[src/rtl/wsdf_pkg.sv]
// wsdf_pkg: shared types and constants of the websocket frame deframer
// no dependencies; imported by wsdf_parser, websocket_frame_deframer, deframer_checker and the testbench
package wsdf_pkg;

	localparam logic [31:0] MAX_LEN_RESET = 32'd16777216;

	localparam logic [3:0] OP_CONT  = 4'd0;
	localparam logic [3:0] OP_TEXT  = 4'd1;
	localparam logic [3:0] OP_BIN   = 4'd2;
	localparam logic [3:0] OP_CLOSE = 4'd8;
	localparam logic [3:0] OP_PING  = 4'd9;
	localparam logic [3:0] OP_PONG  = 4'd10;

	localparam logic [1:0] ERR_NONE    = 2'd0;
	localparam logic [1:0] ERR_PROTO   = 2'd1;
	localparam logic [1:0] ERR_TOO_BIG = 2'd2;

	localparam logic [6:0] LEN7_CTRL_MAX = 7'd125;
	localparam logic [6:0] LEN7_EXT16    = 7'd126;
	localparam logic [6:0] LEN7_EXT64    = 7'd127;

	typedef enum logic [5:0] {
		PH_HDR0    = 6'b000001,
		PH_HDR1    = 6'b000010,
		PH_EXT16   = 6'b000100,
		PH_EXT64   = 6'b001000,
		PH_KEY     = 6'b010000,
		PH_PAYLOAD = 6'b100000
	} phase_t;

	typedef struct packed {
		logic [7:0] rx_byte;
		logic       peer_closing;
	} in_word_t;

	typedef struct packed {
		logic       has_byte;
		logic [7:0] payload_byte;
		logic [3:0] frame_opcode;
		logic       frame_end;
		logic       message_end;
		logic [1:0] error_code;
	} out_word_t;

	function automatic logic is_control(input logic [3:0] op);
		return (op == OP_CLOSE) || (op == OP_PING) || (op == OP_PONG);
	endfunction

endpackage

[src/rtl/websocket_frame_deframer.sv]
// websocket_frame_deframer: top level, input register, result register, limit register
// depends on wsdf_pkg and wsdf_parser
//
// Usage: client bytes enter on the in channel (in_valid / in_stall, word in_data
// carrying rx_byte and peer_closing), one word per cycle if not stalled. Results
// leave on the out channel (out_valid / out_stall, word out_data). Only payload
// bytes, the end of a zero-length frame and an error produce a result word; header,
// length and most key bytes are absorbed. The cfg channel (cfg_valid / cfg_ready,
// always ready) writes max_message_length; write it only while the block is idle.
// Order: an accepted word is held in the input register and parsed from there;
// its result is registered in the result register, visible from then on.
// Throughput: one byte per cycle while no stall holds it, set by the single parse
// step between the input register and the result register.
// Stall: while out_stall holds a waiting result, a byte needing a result waits
// in the input register and in_stall rises; bytes without a result still pass.
// Reset: parse state returns to the first header byte, the limit to 16777216,
// and sticky error / close-done state is cleared.
module websocket_frame_deframer import wsdf_pkg::*; (
	input  logic        clk,
	input  logic        arst_n,
	input  logic        in_valid,
	output logic        in_stall,
	input  in_word_t    in_data,
	output logic        out_valid,
	input  logic        out_stall,
	output out_word_t   out_data,
	input  logic        cfg_valid,
	output logic        cfg_ready,
	input  logic [31:0] cfg_data
);

	logic        valid_s1;
	in_word_t    word_s1;
	logic        out_valid_q;
	out_word_t   out_word_q;
	logic [31:0] max_len_q;
	logic        res_valid;
	out_word_t   res;
	logic        out_free;
	logic        proceed;
	logic        accept_in;

	assign cfg_ready = 1'b1;
	assign out_free  = !out_valid_q || !out_stall;
	assign proceed   = valid_s1 && (!res_valid || out_free);
	assign in_stall  = valid_s1 && !proceed;
	assign accept_in = in_valid && !in_stall;
	assign out_valid = out_valid_q;
	assign out_data  = out_word_q;

	wsdf_parser u_parser (
		.clk       (clk),
		.arst_n    (arst_n),
		.step      (proceed),
		.word      (word_s1),
		.max_len   (max_len_q),
		.res_valid (res_valid),
		.res       (res)
	);

	always_ff @(posedge clk or negedge arst_n) begin
		if (!arst_n) begin
			valid_s1    <= 1'b0;
			out_valid_q <= 1'b0;
			max_len_q   <= MAX_LEN_RESET;
		end else begin
			valid_s1 <= accept_in || (valid_s1 && !proceed);
			if (proceed && res_valid) begin
				out_valid_q <= 1'b1;
			end else if (!out_stall) begin
				out_valid_q <= 1'b0;
			end
			if (cfg_valid && cfg_ready) begin
				max_len_q <= cfg_data;
			end
		end
	end

	always_ff @(posedge clk) begin
		if (accept_in) begin
			word_s1 <= in_data;
		end
		if (proceed && res_valid) begin
			out_word_q <= res;
		end
	end

endmodule

[src/rtl/wsdf_parser.sv]
// wsdf_parser: frame parse state and per-byte next-state / result logic
// depends on wsdf_pkg
module wsdf_parser import wsdf_pkg::*; (
	input  logic        clk,
	input  logic        arst_n,
	input  logic        step,
	input  in_word_t    word,
	input  logic [31:0] max_len,
	output logic        res_valid,
	output out_word_t   res
);

	phase_t      ph_q, ph_d;
	logic [2:0]  cnt_q, cnt_d;
	logic        fin_q, fin_d;
	logic [3:0]  op_q, op_d;
	logic [1:0]  mtype_q, mtype_d;
	logic [63:0] rem_q, rem_d;
	logic [31:0] mask_q, mask_d;
	logic [1:0]  kidx_q, kidx_d;
	logic [31:0] msize_q, msize_d;
	logic        stop_q, stop_d;

	logic [7:0]  b;
	logic [3:0]  hop;
	logic        ctl;
	logic [63:0] len_now;
	logic [32:0] total;
	logic        too_big;
	logic [7:0]  key_byte;
	logic [7:0]  unmasked;
	logic [3:0]  res_op;
	logic        last_ext;

	assign b   = word.rx_byte;
	assign hop = b[3:0];
	assign ctl = is_control(op_q);

	// length as it stands once this byte is folded in
	assign len_now = (ph_q == PH_HDR1) ? {57'd0, b[6:0]} : {rem_q[55:0], b};
	assign total   = {1'b0, msize_q} + {1'b0, len_now[31:0]};
	always_comb begin
		if (ctl) begin
			too_big = (len_now[63:32] != 32'd0) || (len_now[31:0] > max_len);
		end else begin
			too_big = (len_now[63:32] != 32'd0) || (total > {1'b0, max_len});
		end
	end

	always_comb begin
		case (kidx_q)
			2'd0:    key_byte = mask_q[31:24];
			2'd1:    key_byte = mask_q[23:16];
			2'd2:    key_byte = mask_q[15:8];
			default: key_byte = mask_q[7:0];
		endcase
	end
	assign unmasked = b ^ key_byte;
	assign res_op   = ctl ? op_q : {2'b00, mtype_q};
	assign last_ext = (ph_q == PH_EXT16) ? (cnt_q >= 3'd1) : (cnt_q >= 3'd7);

	always_comb begin
		ph_d      = ph_q;
		cnt_d     = cnt_q;
		fin_d     = fin_q;
		op_d      = op_q;
		mtype_d   = mtype_q;
		rem_d     = rem_q;
		mask_d    = mask_q;
		kidx_d    = kidx_q;
		msize_d   = msize_q;
		stop_d    = stop_q;
		res_valid = 1'b0;
		res       = '0;
		if (!stop_q) begin
			case (ph_q)
				PH_HDR0: begin
					if ((b[6:4] != 3'd0)
						|| (mtype_q == 2'd0 && hop == OP_CONT)
						|| (mtype_q != 2'd0 && (hop == OP_TEXT || hop == OP_BIN))
						|| (hop > OP_BIN && !is_control(hop))
						|| (word.peer_closing && hop != OP_CLOSE)) begin
						res_valid      = 1'b1;
						res.error_code = ERR_PROTO;
						stop_d         = 1'b1;
					end else begin
						fin_d = b[7];
						op_d  = hop;
						if (hop == OP_TEXT || hop == OP_BIN) begin
							mtype_d = hop[1:0];
						end
						ph_d = PH_HDR1;
					end
				end
				PH_HDR1, PH_EXT16, PH_EXT64: begin
					if (ph_q == PH_HDR1 && ctl && (!fin_q || b[6:0] > LEN7_CTRL_MAX)) begin
						res_valid      = 1'b1;
						res.error_code = ERR_PROTO;
						stop_d         = 1'b1;
					end else if (ph_q == PH_HDR1 && b[6:0] == LEN7_EXT16) begin
						rem_d = 64'd0;
						cnt_d = 3'd0;
						ph_d  = PH_EXT16;
					end else if (ph_q == PH_HDR1 && b[6:0] == LEN7_EXT64) begin
						rem_d = 64'd0;
						cnt_d = 3'd0;
						ph_d  = PH_EXT64;
					end else if (ph_q != PH_HDR1 && !last_ext) begin
						rem_d = len_now;
						cnt_d = cnt_q + 3'd1;
					end else begin
						// length complete: size check, then key bytes
						rem_d = len_now;
						cnt_d = 3'd0;
						if (too_big) begin
							res_valid      = 1'b1;
							res.error_code = ERR_TOO_BIG;
							stop_d         = 1'b1;
						end else begin
							if (!ctl) begin
								msize_d = total[31:0];
							end
							ph_d   = PH_KEY;
							kidx_d = 2'd0;
						end
					end
				end
				PH_KEY: begin
					case (kidx_q)
						2'd0:    mask_d[31:24] = b;
						2'd1:    mask_d[23:16] = b;
						2'd2:    mask_d[15:8]  = b;
						default: mask_d[7:0]   = b;
					endcase
					if (kidx_q != 2'd3) begin
						kidx_d = kidx_q + 2'd1;
					end else begin
						kidx_d = 2'd0;
						if (rem_q == 64'd0) begin
							res_valid        = 1'b1;
							res.frame_opcode = res_op;
							res.frame_end    = 1'b1;
							ph_d             = PH_HDR0;
							if (op_q == OP_CLOSE) begin
								res.message_end = 1'b1;
								stop_d          = 1'b1;
							end else if (!ctl && fin_q) begin
								res.message_end = 1'b1;
								mtype_d         = 2'd0;
								msize_d         = 32'd0;
							end
						end else begin
							ph_d = PH_PAYLOAD;
						end
					end
				end
				PH_PAYLOAD: begin
					res_valid        = 1'b1;
					res.has_byte     = 1'b1;
					res.payload_byte = unmasked;
					res.frame_opcode = res_op;
					kidx_d           = kidx_q + 2'd1;
					rem_d            = rem_q - 64'd1;
					if (rem_q == 64'd1) begin
						res.frame_end = 1'b1;
						ph_d          = PH_HDR0;
						kidx_d        = 2'd0;
						if (op_q == OP_CLOSE) begin
							res.message_end = 1'b1;
							stop_d          = 1'b1;
						end else if (!ctl && fin_q) begin
							res.message_end = 1'b1;
							mtype_d         = 2'd0;
							msize_d         = 32'd0;
						end
					end
				end
				default: begin
					ph_d = PH_HDR0;
				end
			endcase
		end
	end

	always_ff @(posedge clk or negedge arst_n) begin
		if (!arst_n) begin
			ph_q    <= PH_HDR0;
			cnt_q   <= 3'd0;
			fin_q   <= 1'b0;
			op_q    <= OP_CONT;
			mtype_q <= 2'd0;
			rem_q   <= 64'd0;
			mask_q  <= 32'd0;
			kidx_q  <= 2'd0;
			msize_q <= 32'd0;
			stop_q  <= 1'b0;
		end else if (step) begin
			ph_q    <= ph_d;
			cnt_q   <= cnt_d;
			fin_q   <= fin_d;
			op_q    <= op_d;
			mtype_q <= mtype_d;
			rem_q   <= rem_d;
			mask_q  <= mask_d;
			kidx_q  <= kidx_d;
			msize_q <= msize_d;
			stop_q  <= stop_d;
		end
	end

endmodule

[config.mk]
export PLATFORM = sky130hd
export DESIGN_NAME = websocket_frame_deframer
export DESIGN_NICKNAME = d
export VERILOG_FILES = /design/src/rtl/wsdf_pkg.sv /design/src/rtl/websocket_frame_deframer.sv /design/src/rtl/wsdf_parser.sv
export SDC_FILE = /design/constraint.sdc
export NUM_CORES = 1
export LEC_CHECK = 0
export BUFFER_PORTS_ARGS = -buffer_cell sky130_fd_sc_hd__buf_2
export CAP_MARGIN = 0
export CORE_AREA = 4 4 153 169
export CTS_CLUSTER_DIAMETER = 30
export DETAILED_ROUTE_END_ITERATION = 10
export DIE_AREA = 0 0 157 173
export GPL_ROUTABILITY_DRIVEN = 0
export HOLD_SLACK_MARGIN = 0.06
export PLACE_DENSITY = 0.77
export SLEW_MARGIN = 5
export SYNTH_ARGS = -nofsm -noshare
export SYNTH_HDL_FRONTEND = slang
export SYNTH_SLANG_ARGS = --single-unit
[constraint.sdc]
create_clock -name clk -period 10 [get_ports clk]
set_input_delay 2 -clock clk [delete_from_list [all_inputs] [get_ports clk]]
set_output_delay 2 -clock clk [all_outputs]
set_load 0.01 [all_outputs]
==> results.cfg <==
[detailed_routing]
drt-total-wl_um = 40400
dr_wl_met2_um = 19200
postRouteAntennaNets = 0
dr_wl_met3_um = 3240
drt-initial-drc-count = 1424
vias = 13100
routed_via_density = 6.67
drtPass1Iterations = 8
wl_met1_um = 16300
top_layer = met4
wl_per_cell_um = 20.6
drcViolationCount = 0

[power]
p_int_uw = 2030
cellPowerDensity_nw_per_um2 = 161
pwr-share-seq = 0.336
power.switching_uw = 611
ir_worst_vdd_uv = 137
swShare = 0.231
p_comb_frac = 0.056
power.leakage_uw = 0.00716
p_clk_frac = 0.608
total_power_uw = 2640

[timing]
clock.fmax_mhz = 108
slew_viol_final = 0
max_slew_margin = 0.187
rsz0062_at_grt = no
setup_tns_ns = 0
fin_ws_ns = 0.771
finalCritPeriodShare = 0.923
setup_violations = 0
hold_violations = 0
fin_skew_ns = 0.0245
min_period_ns = 9.23
tightest_slew_ns = 1.22

[cts]
cts_tree = done
clk_latency_ns = 0.55
post_cts_buffers = 0
ctsHtreeMaxLevel = 2
cts-buffers-inserted = 44
cts_root_buf = clkbuf_16
cts_resized = 0
cts_buffer_depth = 3
clock_sink_count = 207
clkTransAtPathRegs_ns = 0.05
cts_hold_buf = 0

[floorplanning]
fp.dieW_um = 157
rows = 60
fp.coreArea_um2 = 24200
initial_core_util = 0.589
die_area_um2 = 27200
dieHeight_um = 173
io_pins = 66

[outcome]
status = complete, no violations

[grt]
grt-ovfl-total = 0
grt_pass1_vias = 12900
grt_pass1_wl_um = 66200
grt_max_degree = 116
grtUsageTotal = 0.294
antenna_found_initial = 0

[place]
port_buffers = 64
preCtsSetupSlack_ns = 1.51
dpl_cell_area_um2 = 14700
hpwl_um = 27000
dp_cells = 1886

[cells_and_area]
layout_common_cells = dfrtp_1 (179), nand2_1 (157), o21ai_0 (104)
drive_gt1_frac = 0.127
fin_cells = 1967
finalInstanceArea_um2 = 16400
area_growth_pct = 14.8
fin_nets = 1761
final_common_cell = dfrtp_1
diodes = 0

[setup_path]
crit_chain = or3b_1 > nor2_4 > nor2_1 > ha_1 > nand2_1 > a22o_1 > a2bb2oi_1 > a41oi_1 > o311ai_0 > o21ai_0 > o21ai_0 > o21ai_0 > xnor2_1 > ha_1 > a21o_1 > a21o_1 > a2111oi_0 > a21oi_1 > o31ai_1 > nand3_1 > and4_1 > buf_2
start_kind = flip-flop
cp-end-kind = output port
critical_path_class = flip-flop to output port
cp_common_cell = o21ai_0
arrival_ns = 7.23
cp.required_ns = 8.00
slowest_stage = o311ai_0
cp.buffers_inverters = 1
path_delay_family = compound AO/OA/AOI/OAI gates
cp_slowest_stage_delay_ns = 0.71
crit_fanout = 11

[logic_synthesis]
ys_ff_latch = 207
async_flop_share = 0.874
ys_types = 91
synthesis.area_um2 = 14300
synth_warnings = 0
synth_edf_count = 26
syn_nets = 1733
yosysSeqAreaShare = 0.372
synth_flop_cell = dfrtp_1
syn_inst = 1594
syn_area_per_cell_um2 = 8.96

[flow_run]
cap_violations = 0

[hold_path]
hold_path_class = flip-flop to flip-flop
per-layer routing:
layer	vias up	GRT usage
li1	6012	-
met1	6364	0.384
met2	602	0.476
met3	133	0.0593
met4	0	0.123
met5	-	0
through the flow:
step / hold WS [ns] / util
finish: 0.485 / 0.676
global route: 0.493 / 0.676
CTS: 0.486 / 0.676
detailed placement: 0.476 / 0.608
global placement: 0.462 / 0.608
floorplan: 0.444 / -
flip-flops by register name, indices dropped and copies added, names as in the netlist:
signal,cells
u_parser.kidx_q,2
u_parser.rem_q,64
u_parser.cnt_q,3
word_s1,9
u_parser.mask_q,32
valid_s1,1
u_parser.msize_q,32
u_parser.stop_q,1
u_parser.fin_q,1
u_parser.mtype_q,2
u_parser.op_q,4
out_valid,1
out_data,17
u_parser.ph_q,6
max_len_q,32
final cells by class:
class / count / area (um2)
Multi-Input combinational cell: 1205 / 8290
Fill cell: 1870 / 7850
Sequential cell: 207 / 5310
Clock buffer: 57 / 1230
Timing Repair Buffer: 78 / 434
Clock inverter: 24 / 420
Tap cell: 310 / 388
Inverter: 86 / 323
cell families (layout without fill, tap and decap cells):
| family | count (synthesis) | in the layout | synth area share |
|---|---|---|---|
| AOI/OAI and AO/OA | 464 | 464 | 0.220 |
| xor gates and xnor gates | 45 | 45 | 0.0276 |
| adders and majority gates | 96 | 96 | 0.0841 |
| buffers and inverters | 182 | 245 | 0.0504 |
| DFF | 207 | 207 | 0.372 |
| muxes | 74 | 74 | 0.0559 |
| other | 2 | 2 | 0.000526 |
| and+or+nand+nor | 524 | 524 | 0.189 |
power by group through the flow:
stage	clock network [uW]	logic (uW)	registers [uW]
CTS	1620	149	887
global placement	0	142	900
global route	1670	170	889
detailed placement	0	147	900
floorplan	0	97.4	888
finish	1610	149	888
Yosys cell counts (11+ instances only):
| cell | number | area, um2 |
|---|---|---|
| and4_1 | 11 | 96.3 |
| mux2_2 | 21 | 236 |
| nor2_1 | 80 | 300 |
| o21ai_0 | 104 | 521 |
| xnor2_1 | 31 | 272 |
| nor4_1 | 18 | 113 |
| a21oi_1 | 86 | 430 |
| buf_2 | 17 | 85.1 |
| o31ai_1 | 22 | 165 |
| nand2_1 | 157 | 589 |
| xor2_1 | 14 | 123 |
| nand4_1 | 19 | 119 |
| nand3_1 | 77 | 385 |
| or3_1 | 20 | 125 |
| a21o_1 | 21 | 158 |
| dfrtp_1 | 179 | 4480 |
| nor3_1 | 49 | 245 |
| and2_1 | 25 | 156 |
| clkbuf_1 | 67 | 251 |
| ha_1 | 92 | 1150 |
| mux2i_1 | 28 | 280 |
| mux2_1 | 25 | 282 |
| a22oi_1 | 15 | 113 |
| o211ai_1 | 19 | 143 |
| a31oi_1 | 25 | 156 |
| inv_1 | 86 | 323 |
| o2bb2ai_1 | 42 | 368 |
| edfxtp_1 | 26 | 781 |
| a22o_1 | 12 | 105 |
path summary, 6_finish.rpt:
check                      slack, ns          startpoint  cells after the start                 end
max                             0.77    u_parser.ph_q[1]                     22            in_stall
min                             0.49  u_parser.rem_q[58]                      1  u_parser.rem_q[58]
max reg2reg                     2.00    u_parser.ph_q[1]                     23  u_parser.mask_q[4]
min reg2reg                     0.49  u_parser.rem_q[58]                      1  u_parser.rem_q[58]
max in group asynchronous       6.97              arst_n                      2  u_parser.rem_q[28]
min in group asynchronous       1.59              arst_n                      1        max_len_q[3]
Power figures use the tool's default switching activity.
